### src/hdl/affine_point_transform_macros.svh
// Assertion helpers for the affine transform block
`ifndef AFFINE_POINT_TRANSFORM_MACROS_SVH
`define AFFINE_POINT_TRANSFORM_MACROS_SVH

// Checked on every rising clock edge outside reset
`define APT_ASSERT(lbl, prop, msg) \
   lbl: assert property (@(posedge clock) disable iff (reset) (prop)) else $error(msg);

// Antecedent in this cycle, consequent in the next one
`define APT_ASSERT_NEXT(lbl, ante, cons, msg) \
   lbl: assert property (@(posedge clock) disable iff (reset) (ante) |=> (cons)) \
      else $error(msg);

`endif

### src/hdl/apt_pkg.sv
package apt_pkg;

   localparam int unsigned COORD_W = 32;
   localparam int unsigned PROD_W  = 2 * COORD_W;
   localparam int unsigned FRAC_W  = 16;
   localparam int unsigned RND_W   = PROD_W - FRAC_W;
   localparam int unsigned SUM_W   = RND_W + 2;
   localparam int unsigned NUM_ROWS = 3;

   localparam int unsigned CSR_DATA_W = 64;
   localparam int unsigned CSR_ADDR_W = 6;
   localparam int unsigned REG_IDX_W  = 3;
   localparam int unsigned NUM_REGS   = 6;

   localparam logic [REG_IDX_W-1:0] REG_M00_M01 = 3'd0;
   localparam logic [REG_IDX_W-1:0] REG_M02_T0  = 3'd1;
   localparam logic [REG_IDX_W-1:0] REG_M10_M11 = 3'd2;
   localparam logic [REG_IDX_W-1:0] REG_M12_T1  = 3'd3;
   localparam logic [REG_IDX_W-1:0] REG_M20_M21 = 3'd4;
   localparam logic [REG_IDX_W-1:0] REG_M22_T2  = 3'd5;

   localparam logic [CSR_DATA_W-1:0] Q16_ONE = 64'd65536;

   typedef struct packed {
      logic signed [COORD_W-1:0] in_x;
      logic signed [COORD_W-1:0] in_y;
      logic signed [COORD_W-1:0] in_z;
      logic                      is_direction;
   } req_word_type;

   typedef struct packed {
      logic signed [COORD_W-1:0] out_x;
      logic signed [COORD_W-1:0] out_y;
      logic signed [COORD_W-1:0] out_z;
      logic                      saturated;
   } rsp_word_type;

   // one matrix row plus its translation term
   typedef struct packed {
      logic signed [COORD_W-1:0] c0;
      logic signed [COORD_W-1:0] c1;
      logic signed [COORD_W-1:0] c2;
      logic signed [COORD_W-1:0] t;
   } row_type;

   typedef logic signed [SUM_W-1:0] row_sum_type;

endpackage

### src/hdl/apt_csr.sv
module apt_csr (
   input  logic                                clock,
   input  logic                                reset,
   input  logic                                csr_psel,
   input  logic                                csr_penable,
   input  logic                                csr_pwrite,
   input  logic [apt_pkg::CSR_ADDR_W-1:0]      csr_paddr,
   input  logic [apt_pkg::CSR_DATA_W-1:0]      csr_pwdata,
   output logic [apt_pkg::CSR_DATA_W-1:0]      csr_prdata,
   output logic                                csr_pready,
   output apt_pkg::row_type [apt_pkg::NUM_ROWS-1:0] rows
);
   import apt_pkg::*;

   logic [CSR_DATA_W-1:0] regs_ff [NUM_REGS];
   logic [REG_IDX_W-1:0]  idx;
   logic                  wr_en;

   assign csr_pready = 1'b1;
   assign idx        = csr_paddr[CSR_ADDR_W-1:CSR_ADDR_W-REG_IDX_W];
   assign wr_en      = csr_psel && csr_penable && csr_pwrite && csr_pready;

   always_ff @(posedge clock) begin
      if (reset) begin
         regs_ff[REG_M00_M01] <= Q16_ONE;
         regs_ff[REG_M02_T0]  <= '0;
         regs_ff[REG_M10_M11] <= Q16_ONE << COORD_W;
         regs_ff[REG_M12_T1]  <= '0;
         regs_ff[REG_M20_M21] <= '0;
         regs_ff[REG_M22_T2]  <= Q16_ONE;
      end else if (wr_en && (32'(idx) < NUM_REGS)) begin
         regs_ff[idx] <= csr_pwdata;
      end
   end

   always_comb begin
      if (32'(idx) < NUM_REGS) begin
         csr_prdata = regs_ff[idx];
      end else begin
         csr_prdata = '0;
      end
   end

   assign rows[0] = '{c0: regs_ff[REG_M00_M01][COORD_W-1:0],
                      c1: regs_ff[REG_M00_M01][2*COORD_W-1:COORD_W],
                      c2: regs_ff[REG_M02_T0][COORD_W-1:0],
                      t:  regs_ff[REG_M02_T0][2*COORD_W-1:COORD_W]};
   assign rows[1] = '{c0: regs_ff[REG_M10_M11][COORD_W-1:0],
                      c1: regs_ff[REG_M10_M11][2*COORD_W-1:COORD_W],
                      c2: regs_ff[REG_M12_T1][COORD_W-1:0],
                      t:  regs_ff[REG_M12_T1][2*COORD_W-1:COORD_W]};
   assign rows[2] = '{c0: regs_ff[REG_M20_M21][COORD_W-1:0],
                      c1: regs_ff[REG_M20_M21][2*COORD_W-1:COORD_W],
                      c2: regs_ff[REG_M22_T2][COORD_W-1:0],
                      t:  regs_ff[REG_M22_T2][2*COORD_W-1:COORD_W]};

endmodule

### config.mk
export PLATFORM = sky130hd
export DESIGN_NAME = apt_csr
export DESIGN_NICKNAME = d
export VERILOG_FILES = /design/src/hdl/affine_point_transform_macros.svh /design/src/hdl/apt_pkg.sv /design/src/hdl/apt_csr.sv
export SDC_FILE = /design/constraint.sdc
export NUM_CORES = 1
export LEC_CHECK = 0
export BUFFER_PORTS_ARGS = -buffer_cell sky130_fd_sc_hd__buf_2
export CORE_MARGIN = 2
export CORE_UTILIZATION = 30
export DETAILED_ROUTE_END_ITERATION = 6
export HOLD_SLACK_MARGIN = 0.12
export PLACE_DENSITY = 0.58
export SETUP_SLACK_MARGIN = 0.02
export SYNTH_ARGS = -nofsm -noshare
export SYNTH_HDL_FRONTEND = slang
export SYNTH_SLANG_ARGS = --single-unit
### constraint.sdc
create_clock -name clock -period 5.8 [get_ports clock]
set_clock_uncertainty 0.1 [all_clocks]
set_input_delay 1.16 -clock clock [delete_from_list [all_inputs] [get_ports clock]]
set_output_delay 1.16 -clock clock [all_outputs]
set_load 0.02 [all_outputs]
==> results.cfg <==
[power]
clockPowerShare_pct = 37.4
combPwrFrac_pct = 13.5
pwr-share-seq_pct = 49.2
ir_worst_vdd_v = 0.000232
switching_share_pct = 26.2
p_per_area_nw_per_um2 = 309
power_mw = 7.23
switchingPower_mw = 1.89
intPower_mw = 5.34
p_leak_nw = 9.24

[finish]
fin_nets = 1856
area_growth_pct = 27.8
largest_reg_flops = 414
regMostFlops = regs_ff
final_area_um2 = 23400
reg_top3 = regs_ff (414)
drive_gt1_share_pct = 39.0
fill_cells = 5783

[setup_path]
slowest_stage = buf_4
critPathRequiredTime_ns = 4.54
timing_worst_setup_path_type = input port to output pin
max_stage_delay_ns = 0.56
crit_arrival_ns = 3.13
path_cells = buf_4 > buf_12 > mux4_2 > a221o_1 > buf_2
cp-start-kind = input port
cp_max_fo = 36
critical_path.endpoint_type = output pin

[synthesis]
ys_ff_latch = 414
avgSynthCellArea_um2 = 14.7
synth-edff-count = 414
synth_area_um2 = 18300
synth_compound_area_share_pct = 2.69
synth_top_area_share_pct = 67.9
synth_mux_area_share_pct = 12.3
synthArstFlopShare_pct = 0
yosys.area.top_type = edfxtp_1
synthAdderAreaFrac_pct = 0
syn_inst = 1242
synth_seq_area_share_pct = 67.9
synth_top_family_by_area = simple AND/OR/NAND/NOR gates
synth_xor_xnor_area_share_pct = 0
yosysWarnings = 0
synth_ff_type = edfxtp_1
synth.most_common_cell = edfxtp_1
yosys.area_share.simple_pct = 13.6
synth.area.top_cells = edfxtp_1 (68%), mux4_2 (7.9%), and2_1 (6.5%)
ys_types = 29
synth_common_cells = edfxtp_1 (414), nor2_1 (202), and2_1 (191)

[floorplan]
core-area_um2 = 60400
die-width_um = 251
die_h_um = 251
ios = 524
fp.dieArea_um2 = 63000
start_util_pct = 30.3
rows = 90

[global_routing]
grt_overflow = 0
grt_pass1_wl_um = 89000
grt_pass1_vias = 13000
antenna_found_initial = 1
grt.total_usage_pct = 19.2
grt_max_degree = 65

[detailed_routing]
drtPass1Iterations = 7
wl_per_cell_um = 24.0
vias_per_cell = 4.85
drtIter0Drc = 745
wirelength_um = 62200
drc_errors = 0
antenna_left = 0
vias = 12600

[clock_network]
clk_pin_slew_ns = 0.06
cts_setup_buffers = 0
cts_tree = yes
ctsResizeCount = 0
cts_inserted_buffers = 45
cts.sink_count = 414
clockBufferDepth = 3
hold_buffers = 0
cts_root_buffer = clkbuf_16
h-tree-depth = 2

[placement]
io_buffers = 519
dp_hpwl_um = 40500
place_area_um2 = 22000
place.gp.congestion = 0.814

[sta]
rsz0062_at_grt = false
report.final.setup_viol = 0
slew_headroom_pct = 33.2
setup_tns_ns = 0
timing.final.crit_share_pct = 75.7
hold_viol = 0
max_freq_mhz = 228
tightest_slew_ns = 1.00
period_needed_ns = 4.39
slew_violations = 0

[min_path]
hp-class = input port to flop

[status]
status = completed

[flow_run]
maxCapViolations = 0
-- kinds of logic (layout without fill, tap and decap cells) --
logic type,after synthesis,count (layout)
buffers and inverters,139,677
muxes,143,143
AOI/OAI and AO/OA,69,69
DFF,414,414
other,2,33
and+or+nand+nor,475,475
-- power by group through the flow --
stage | Sequential, mW | Clock [mW] | Combinational, mW
detailed placement | 3.62 | 0 | 0.984
CTS | 3.56 | 2.77 | 0.987
finish | 3.56 | 2.70 | 0.974
floorplan | 3.80 | 0 | 0.374
global placement | 3.61 | 0 | 0.985
global route | 3.57 | 2.88 | 1.03
-- path summary, 6_finish.rpt --
kind              slack [ns]              to      startpoint  cells past startpoint
setup / recovery        1.41  csr_prdata[44]    csr_paddr[4]                      5
hold / removal          0.81  regs_ff[3][19]  csr_pwdata[19]                      2
-- area by class of cell --
| type | instances | area, um^2 | share of cell area, % |
|---|---|---|---|
| Inverter | 49 | 184 | 0.786 |
| Timing Repair Buffer | 553 | 2990 | 12.8 |
| Antenna cell | 2 | 5.00 | 0.0214 |
| Clock inverter | 21 | 184 | 0.786 |
| Tap cell | 782 | 978 | 4.18 |
| Sequential cell | 414 | 12400 | 53.1 |
| Clock buffer | 54 | 1160 | 4.96 |
| Multi-Input combinational cell | 718 | 5460 | 23.3 |
-- cells in the final DEF, fill, tap and decap left out, drive strengths merged --
master,Yosys,routed
nor3b,4,4
edfxtp,414,414
nor4b,1,1
conb,2,31
buf,49,553
inv,49,51
nor2b,1,1
and3,1,1
clkinvlp,0,3
or2,2,2
and2,191,191
o22ai,49,49
a31o,1,1
clkinv,0,13
mux2,15,15
or3,2,2
nand2b,66,66
mux2i,64,64
clkbuf,41,54
diode,0,2
bufinv,0,3
a221o,15,15
and4b,2,2
nand4b,1,1
nor2,202,202
a21oi,1,1
mux4,64,64
nand2,2,2
o21bai,3,3
-- metrics by stage --
step / util, % / std cells / worst slack, ns / hold WS, ns
2_1_floorplan: - / 1271 / 0.326 / 1.24
3_3_place_gp: 36.5 / 2516 / 1.42 / 1.37
3_5_place_dp: 36.5 / 2516 / 1.40 / 1.38
4_1_cts: 38.8 / 2591 / 1.40 / 0.767
5_1_grt: 38.8 / 2592 / 1.35 / 0.782
6_report: 38.8 / 2593 / 1.41 / 0.809
-- critical path: cells and delay by family --
| kind | cells | cell delay [ns] |
|---|---|---|
| buffers and inverters | 3 | 1.09 |
| AOI/OAI and AO/OA | 1 | 0.40 |
| muxes | 1 | 0.35 |
-- layer usage --
layer  global-route usage (%)  wire, um  vias to the layer above
met2                     33.3     31800                      458
li1                         -         -                     5562
met4                     4.83      1210                        0
met5                        0         0                        -
met1                     24.4     25200                     6467
met3                     4.31      4080                       88
Power figures use the tool's default switching activity.
