**src/hdl/affine_point_transform_macros.svh**
```systemverilog
// Assertion helpers for the affine transform block
`ifndef AFFINE_POINT_TRANSFORM_MACROS_SVH
`define AFFINE_POINT_TRANSFORM_MACROS_SVH

// Checked on every rising clock edge outside reset
`define APT_ASSERT(lbl, prop, msg) \
   lbl: assert property (@(posedge clock) disable iff (reset) (prop)) else $error(msg);

// Antecedent in this cycle, consequent in the next one
`define APT_ASSERT_NEXT(lbl, ante, cons, msg) \
   lbl: assert property (@(posedge clock) disable iff (reset) (ante) |=> (cons)) \
      else $error(msg);

`endif

```
**src/hdl/apt_pkg.sv**
```systemverilog
package apt_pkg;

   localparam int unsigned COORD_W = 32;
   localparam int unsigned PROD_W  = 2 * COORD_W;
   localparam int unsigned FRAC_W  = 16;
   localparam int unsigned RND_W   = PROD_W - FRAC_W;
   localparam int unsigned SUM_W   = RND_W + 2;
   localparam int unsigned NUM_ROWS = 3;

   localparam int unsigned CSR_DATA_W = 64;
   localparam int unsigned CSR_ADDR_W = 6;
   localparam int unsigned REG_IDX_W  = 3;
   localparam int unsigned NUM_REGS   = 6;

   localparam logic [REG_IDX_W-1:0] REG_M00_M01 = 3'd0;
   localparam logic [REG_IDX_W-1:0] REG_M02_T0  = 3'd1;
   localparam logic [REG_IDX_W-1:0] REG_M10_M11 = 3'd2;
   localparam logic [REG_IDX_W-1:0] REG_M12_T1  = 3'd3;
   localparam logic [REG_IDX_W-1:0] REG_M20_M21 = 3'd4;
   localparam logic [REG_IDX_W-1:0] REG_M22_T2  = 3'd5;

   localparam logic [CSR_DATA_W-1:0] Q16_ONE = 64'd65536;

   typedef struct packed {
      logic signed [COORD_W-1:0] in_x;
      logic signed [COORD_W-1:0] in_y;
      logic signed [COORD_W-1:0] in_z;
      logic                      is_direction;
   } req_word_type;

   typedef struct packed {
      logic signed [COORD_W-1:0] out_x;
      logic signed [COORD_W-1:0] out_y;
      logic signed [COORD_W-1:0] out_z;
      logic                      saturated;
   } rsp_word_type;

   // one matrix row plus its translation term
   typedef struct packed {
      logic signed [COORD_W-1:0] c0;
      logic signed [COORD_W-1:0] c1;
      logic signed [COORD_W-1:0] c2;
      logic signed [COORD_W-1:0] t;
   } row_type;

   typedef logic signed [SUM_W-1:0] row_sum_type;

endpackage

```
**src/hdl/apt_merge.sv**
```systemverilog
module apt_merge (
   input  logic                                         clock,
   input  logic                                         en_c,
   input  apt_pkg::row_sum_type [apt_pkg::NUM_ROWS-1:0] sums,
   output apt_pkg::rsp_word_type                        word
);
   import apt_pkg::*;

   logic signed [COORD_W-1:0] sat_val [NUM_ROWS];
   logic [NUM_ROWS-1:0]       clip;
   rsp_word_type              word_ff, word_in;

   always_comb begin
      for (int i = 0; i < NUM_ROWS; i++) begin
         // overflow when the bits above the 32-bit sign do not all match it
         clip[i] = (sums[i][SUM_W-1:COORD_W-1] != '0)
                && (sums[i][SUM_W-1:COORD_W-1] != '1);
         if (!clip[i]) begin
            sat_val[i] = sums[i][COORD_W-1:0];
         end else if (sums[i][SUM_W-1]) begin
            sat_val[i] = {1'b1, {(COORD_W-1){1'b0}}};
         end else begin
            sat_val[i] = {1'b0, {(COORD_W-1){1'b1}}};
         end
      end
      word_in.out_x     = sat_val[0];
      word_in.out_y     = sat_val[1];
      word_in.out_z     = sat_val[2];
      word_in.saturated = |clip;
   end

   always_ff @(posedge clock) begin
      if (en_c) begin
         word_ff <= word_in;
      end
   end

   assign word = word_ff;

endmodule
```
**config.mk**
```make
export PLATFORM = sky130hd
export DESIGN_NAME = apt_merge
export DESIGN_NICKNAME = d
export VERILOG_FILES = /design/src/hdl/affine_point_transform_macros.svh /design/src/hdl/apt_pkg.sv /design/src/hdl/apt_merge.sv
export SDC_FILE = /design/constraint.sdc
export NUM_CORES = 1
export LEC_CHECK = 0
export ABC_AREA = 0
export BUFFER_PORTS_ARGS = -buffer_cell sky130_fd_sc_hd__buf_2
export CORE_MARGIN = 5
export CORE_UTILIZATION = 39
export DETAILED_ROUTE_END_ITERATION = 12
export GPL_TIMING_DRIVEN = 0
export PLACE_DENSITY = 0.8
export SETUP_SLACK_MARGIN = 0.3
export SYNTH_ARGS = -nofsm -noshare
export SYNTH_HDL_FRONTEND = slang
export SYNTH_SLANG_ARGS = --single-unit
```
**constraint.sdc**
```tcl
create_clock -name clock -period 1.3 [get_ports clock]
set_input_delay 0.13 -clock clock [delete_from_list [all_inputs] [get_ports clock]]
set_output_delay 0.13 -clock clock [all_outputs]
set_load 0.05 [all_outputs]
```
==> implementation parameters, run 1 <==
Parameter                              Value

Status
  Run status    finished with violations
  Violations in the final reports    negative setup slack

Die
  Core Box Area    between 0.01 and 0.015 mm2
  Initial cell density of the core    around two fifths
  Die extent in x    113 um
  Site Rows    37
  IO Count    249
  Height of the die    113 um
  Die area    around 0.013 mm2

Timing
  Number of hold violations in the final report    0
  Total of endpoints with negative setup slack in the final report    85
  Max Clk Rate    just under 700 MHz
  Period Utilization, post-route    112%
  Pins Over Slew Limit    0
  Slew of the pin with the lowest slew margin    634 ps
  Unrepaired setup endpoints after global routing    yes
  Minimum hold slack    between 40 and 50 ps
  Clock period minus final worst setup slack    1450 ps
  Headroom to the max-slew limit    57.7%
  Min setup slack post-route    -150 ps
  Total negative slack    -4900 ps

GRT
  Vias in the first global route    between 3000 and 4000
  Global-route wire length before repair    19200 um
  Total routing resource utilization after global routing    between 10% and 20%
  Pin count of the biggest net entering global routing    50
  Number of antenna violations at the first check in global routing    0
  Total congestion overflow    0

Critical path
  Worst Path Max Fanout    7
  Max stage delay on crit path    320 ps
  Slowest cell on crit path    nor4_2
  Critical path data required time    ~1400 ps
  Startpoint class of the critical path    input port
  Data arrival time of the critical path    around 1600 ps
  Critical path endpoint category    flop
  Type of the worst setup path    input port to flop
  CP Cell Sequence    buf_2 > nor4_2 > nand4_1 > nor4_4 > nor2_4 > buf_8 > a21o_1

Cells and area
  Final instance area    0.00698 mm2
  Flip-flop count of the largest register after layout    97
  Share of post-route cells with drive strength above 1    67.8%
  Number of nets in the final layout    about 690
  Area delta synth->final    67.5%
  Cell Count, Final, Fillers Out    674
  Diode insertion count for antenna repair    0
  Post-Route Utilization    between 60% and 70%

Power
  Power per standard cell area    around 1100 mW/mm2
  Static leakage power    approximately 3.2 nW
  Maximum vdd drop    0.624 mV
  PnR Total Power    7.65 mW

Placed design
  Hpwl dp    ~9000 um
  Cell Count Post-Placement    640
  Placed Instance Area    about 0.0057 mm2
  Pre-CTS worst setup slack    -432 ps
  Input/output buffers    roughly 250
  Gp weighted congestion    between 0.9 and 1

Clocking
  # hold bufs at CTS    0
  Number of buffers added by the clock tree synthesis step    9
  Buffer cell driving the clock tree root    clkbuf_8
  Number of levels in the clock H-tree    3
  Clock tree from TritonCTS    done
  Max clock buf depth    2
  Clock tree sinks    97
  Clock transition at the registers of the reported paths    about 100 ps

Yosys
  Sequential cell area fraction in the yosys report    between 60 and 70%
  Count of yosys warnings during synthesis    0
  Post-synthesis average cell area    between 15 and 20 um2
  Post-Syn Area    0.00417 mm2
  Post-Synthesis Cells    between 200 and 300
  FF+latch count, synth    97
  Number of different library cells in the post-synthesis netlist    17
  Mapped Nets    ~400

Detailed routing
  Number of design rule violations left after detail routing    0
  Wire length after detailed routing    ~13000 um
  Routed WL per cell    roughly 20 um
  Vias per cell    5.20
  Drt first-iter violations    around 190
  Via count    roughly 3500
  Post-route ant nets    0
  Router iterations before antenna repair    4

Min path
  Hold Path Class    input port to flop

Job
  Number of max-cap violations    0
## cell usage in the layout, fill, tap and decap left out
master	netlist	final
clkinv_4	0	1
a21o_4	0	3
a31o_2	2	2
clkinv_1	0	1
clkinv_2	0	1
nor2_4	0	1
nor4_4	0	11
buf_4	3	7
nor4_1	13	1
clkbuf_8	0	9
a21o_2	45	42
a41o_4	0	1
a21o_1	48	48
clkbuf_16	0	1
buf_16	0	1
buf_6	12	135
nand3_2	0	1
and3_1	2	2
nand4_1	15	15
nor4_2	3	4
dlygate4sd3_1	2	2
buf_12	0	1
edfxtp_1	97	97
buf_8	0	7
buf_2	2	133
clkinvlp_4	0	2
a311oi_4	0	2
nor2_1	5	4
clkbuf_1	2	3
## kinds of logic (layout without fill, tap and decap cells)
group	count (synthesis)	count (layout)	share of synthesized area, %
compound gates	98	98	19.5
flops	97	97	69.9
buf+inv	21	304	4.68
simple gates	39	39	5.97
## repair_timing
item,in CTS,in global routing
pin swaps,3,3
endpoints found under the setup margin,191,191
cloned,8,3
buffers inserted,7,0
resized for setup,246,24
## synth_stat cells
master | instances | area, um2
a311oi_2 | 2 | 30.0
a41o_1 | 1 | 10.0
buf_6 | 12 | 135
edfxtp_1 | 97 | 2910
clkbuf_1 | 2 | 7.51
nor4_1 | 13 | 81.3
a21o_2 | 45 | 394
and3_1 | 2 | 12.5
buf_4 | 3 | 22.5
buf_2 | 2 | 10.0
nand4_1 | 15 | 93.8
nor4_2 | 3 | 37.5
dlygate4sd3_1 | 2 | 20.0
nor2_1 | 5 | 18.8
a31o_2 | 2 | 17.5
a21o_1 | 48 | 360
nand3_1 | 1 | 5.00
## metal layers
layer	vias up	share of wire, %	global-route usage [%]
met5	-	0	0
met4	0	1.9	6.97
met3	23	10	6.68
met2	236	53	35.5
met1	1669	34	20.3
li1	1579	-	-
## worst max-delay path, delay by kind of cell
family | cells | cell delay [ps]
and+or+nand+nor | 4 | 980
buffers and inverters | 2 | 270
AOI/OAI and AO/OA | 1 | 160
## worst paths after layout
path	startpoint	endpoint	slack [ps]	cells after the start
setup / recovery	sums[83]	word[43]	-150	7
hold / removal	sums[74]	word[57]	40	2
## where the power goes
part	total, mW	internal, mW	switching, mW
combinational	2.11	0.828	1.28
sequential	3.83	3.72	0.116
clock	1.71	0.692	1.02
## area by class of cell
class,count,area [um2]
Fill cell,679,3390
Buffer,21,238
Multi-Input combinational cell,137,1300
Timing Repair Buffer,267,2200
Sequential cell,97,2910
Clock inverter,5,32.5
Tap cell,136,170
Clock buffer,11,131
Power figures use the tool's default switching activity.
==> run 2, diff against run 1 <==
--- a/config.mk
+++ b/config.mk
@@ -5,13 +5,13 @@
 export SDC_FILE = /design/constraint.sdc
 export NUM_CORES = 1
 export LEC_CHECK = 0
-export ABC_AREA = 0
+export ABC_AREA = 1
 export BUFFER_PORTS_ARGS = -buffer_cell sky130_fd_sc_hd__buf_2
-export CORE_MARGIN = 5
-export CORE_UTILIZATION = 39
+export CORE_MARGIN = 3
+export CORE_UTILIZATION = 40
 export DETAILED_ROUTE_END_ITERATION = 12
 export GPL_TIMING_DRIVEN = 0
-export PLACE_DENSITY = 0.8
+export PLACE_DENSITY = 0.81
 export SETUP_SLACK_MARGIN = 0.3
 export SYNTH_ARGS = -nofsm -noshare
 export SYNTH_HDL_FRONTEND = slang
==> run 2 against run 1 <==
Compared with the run above: the run now ends clean; critical path depth shrank 6; wire length decreased by 1.7%; worst setup slack gained 380 ps; flip-flop and latch count stayed put; die area down 6.3%; first-iteration DRC count up 42%; clock power up 11%; core utilization rose by 0.33 points.
==> implementation parameters, run 2 <==
Parameter                              Value

Yosys
  Number of enable flip-flop cells after synthesis    97 (unchanged)
  Number of different library cells in the post-synthesis netlist    15 (was 17)
  Post-Syn Area    0.00431 mm2 (was 0.00417 mm2)
  Synth async-reset ratio    0% (unchanged)
  Sequential cell area fraction in the yosys report    67.6% (was 69.9%)
  Top cell type by total area after synthesis    edfxtp_1 (unchanged)
  Primary FF master, synth    edfxtp_1 (unchanged)
  Share of Yosys cell area claimed by the top area cell type    67.6% (was 69.9%)
  Most common cell in the synthesized netlist    nand2_1 (was edfxtp_1)
  Post-synthesis average cell area    10.6 um2 (was 16.3 um2)
  Most common library cells after synthesis    nand2_1 (216), edfxtp_1 (97), nor2_1 (40) (was edfxtp_1 (97), a21o_1 (48), a21o_2 (45))
  Count of yosys warnings during synthesis    0 (unchanged)
  Mapped Nets    559 (was 407)
  Ranking of synthesized cells by area    edfxtp_1 (68%), nand2_1 (19%), buf_6 (3.9%) (was edfxtp_1 (70%), a21o_2 (9.5%), a21o_1 (8.6%))
  Post-Synthesis Cells    407 (was 255)
  FF+latch count, synth    97 (unchanged)

Timing
  Pins Over Slew Limit    0 (unchanged)
  Total negative slack    0 ps (was -4900 ps)
  Period Utilization, post-route    82.6% (was 112%)
  Total of endpoints with negative setup slack in the final report    0 (was 85)
  Slew of the pin with the lowest slew margin    635 ps (was 634 ps)
  Headroom to the max-slew limit    57.7% (about the same)
  Clock period minus final worst setup slack    1070 ps (was 1450 ps)
  Minimum hold slack    36.0 ps (was 40.8 ps)
  Unrepaired setup endpoints after global routing    yes (unchanged)
  Number of hold violations in the final report    0 (unchanged)
  Max Clk Rate    931 MHz (was 690 MHz)

Power
  Switching share of power    31.1% (was 31.6%)
  Maximum vdd drop    0.606 mV (was 0.624 mV)
  Internal power contribution    5.34 mW (was 5.24 mW)
  Combinational share of power    26.1% (was 27.6%)
  Power per standard cell area    1100 mW/mm2 (about the same)
  Switching power of the nets    2.41 mW (was 2.42 mW)
  Static leakage power    3.10 nW (was 3.19 nW)
  Sequential share of power    49.4% (was 50.1%)
  Clock network fraction of design power    24.5% (was 22.3%)

Detailed routing
  Vias per cell    4.75 (was 5.20)
  Wire length after detailed routing    13100 um (was 13300 um)
  Number of design rule violations left after detail routing    0 (unchanged)
  Post-route ant nets    0 (unchanged)
  Via count    3914 (was 3507)
  Drt first-iter violations    275 (was 193)
  Routed WL per cell    15.9 um (was 19.7 um)
  Router iterations before antenna repair    4 (unchanged)

Clocking
  Clock transition at the registers of the reported paths    100 ps (about the same)
  Number of buffers added by the clock tree synthesis step    9 (unchanged)
  Clock tree sinks    97 (unchanged)
  Buffer cell driving the clock tree root    clkbuf_8 (unchanged)
  Number of levels in the clock H-tree    3 (unchanged)
  Clock tree from TritonCTS    done (unchanged)
  Max clock buf depth    2 (unchanged)

Status
  Run status    finished, final reports clean (was finished with violations)

Critical path
  CP Cell Sequence    buf_6 (was buf_2 > nor4_2 > nand4_1 > nor4_4 > nor2_4 > buf_8 > a21o_1)
  Max stage delay on crit path    420 ps (was 320 ps)
  Type of the worst setup path    flop to output pin (was input port to flop)
  Delay-heaviest family, CP    flip-flops (was simple AND/OR/NAND/NOR gates)
  Worst Path Max Fanout    1 (was 7)
  Data arrival time of the critical path    940 ps (was 1550 ps)
  Critical path data required time    1170 ps (was 1400 ps)
  Total buffers and inverters traversed by the critical path    1 (was 2)
  Critical path endpoint category    output pin (was flop)
  Slowest cell on crit path    edfxtp_1 (was nor4_2)
  Startpoint class of the critical path    flop (was input port)

Cells and area
  Commonest non-fill, non-tap cells in the layout    nand2_1 (167), buf_2 (149), buf_6 (116) (was buf_6 (135), buf_2 (133), edfxtp_1 (97))
  Area of the multi-input gates    0.00138 mm2 (was 0.00130 mm2)
  Number of nets in the final layout    835 (was 685)
  Sequential cell area    0.00291 mm2 (unchanged)
  Area delta synth->final    63.6% (was 67.5%)
  Layout fillers    775 (was 679)
  Diode insertion count for antenna repair    0 (unchanged)
  Flip-flop count of the largest register after layout    97 (unchanged)
  Commonest non-fill, non-tap cell in the layout    nand2_1 (was buf_6)
  Post-Route Utilization    67.7% (was 67.4%)
  Share of post-route cells with drive strength above 1    53.9% (was 67.8%)
  Cell Count, Final, Fillers Out    824 (was 674)

Die
  Site Rows    37 (unchanged)
  Initial cell density of the core    41.4% (was 40.2%)
  IO Count    249 (unchanged)
  Die extent in x    110 um (was 113 um)
  Core Box Area    0.0104 mm2 (about the same)
  Die area    0.0121 mm2 (was 0.0129 mm2)
  Height of the die    110 um (was 113 um)

GRT
  Vias in the first global route    3625 (was 3732)
  Global-route wire length before repair    17500 um (was 19200 um)
  Number of antenna violations at the first check in global routing    0 (unchanged)
  Total congestion overflow    0 (unchanged)
  Total routing resource utilization after global routing    19.0% (was 19.3%)
  Pin count of the biggest net entering global routing    53 (was 50)

Min path
  Hold Path Class    input port to flop (unchanged)

Job
  Number of max-cap violations    0 (unchanged)

Placed design
  Input/output buffers    248 (unchanged)
  Hpwl dp    8800 um (was 8970 um)
  Gp weighted congestion    0.830 (was 0.914)
  Cell Count Post-Placement    792 (was 640)
[run 2: changes by cell type after synthesis, moves of 9 or more]
| cell | previous run | this run |
|---|---|---|
| nand2_1 | 0 | 216 |
| nor4_1 | 13 | 0 |
| a21o_1 | 48 | 0 |
| nor2_1 | 5 | 40 |
| nand4_1 | 15 | 6 |
| a21o_2 | 45 | 0 |
[run 2: routing by layer]
| layer | GRT usage (%) | up-vias | share of wire [%] |
|---|---|---|---|
| met1 | 21.1 | 1825 | 36 |
| met3 | 5.11 | 27 | 7.0 |
| met2 | 34.4 | 175 | 55 |
| met4 | 7.39 | 0 | 2.1 |
| li1 | - | 1887 | - |
| met5 | 0 | - | 0 |
[run 2: logic make-up after synthesis]
logic type / count (synthesis) / share of synthesized area [%]
AND/OR/NAND/NOR: 283 / 26.9
flip-flops: 97 / 67.6
buffers and inverters: 27 / 5.52
[run 2: per-stage QoR]
stage | total power [mW] | worst slack (ps) | area, um2
floorplan | 4.88 | 175 | 4350
detailed placement | 5.47 | -67.2 | 5790
finish | 7.75 | 226 | 7050
global route | 8.03 | 172 | 7050
global placement | 5.43 | -769 | 5760
CTS | 7.67 | 209 | 6590
[run 2: power by group through the flow]
stage                     Combinational (mW)  Clock (mW)  Sequential (mW)
after global placement                  1.59           0             3.84
after CTS                               1.91        1.93             3.83
after detailed placement                1.63           0             3.84
after global routing                    2.11        2.06             3.85
final                                   2.02        1.90             3.83
after floorplan                        0.164           0             4.71
[run 2: path summary, 6_finish.rpt]
| kind | startpoint | to | slack, ps | cells after the start |
|---|---|---|---|---|
| max | word[86] | word[86] | 230 | 1 |
| min | sums[25] | word[90] | 40 | 3 |
[run 2: what timing repair did]
action                     in CTS  in global routing
hold buffers                    0                  0
resized for setup             194                 85
cloned                          0                 12
setup endpoints to repair      97                156
buffers inserted                0                  4
pin swaps                       0                 14
[run 2: cell type report]
cell class	instances	share of cell area [%]
Inverter	6	0.319
Multi-Input combinational cell	283	19.5
Sequential cell	97	41.3
Clock inverter	7	0.870
Timing Repair Buffer	265	30.2
Buffer	21	3.53
Tap cell	136	2.41
Clock buffer	9	1.76
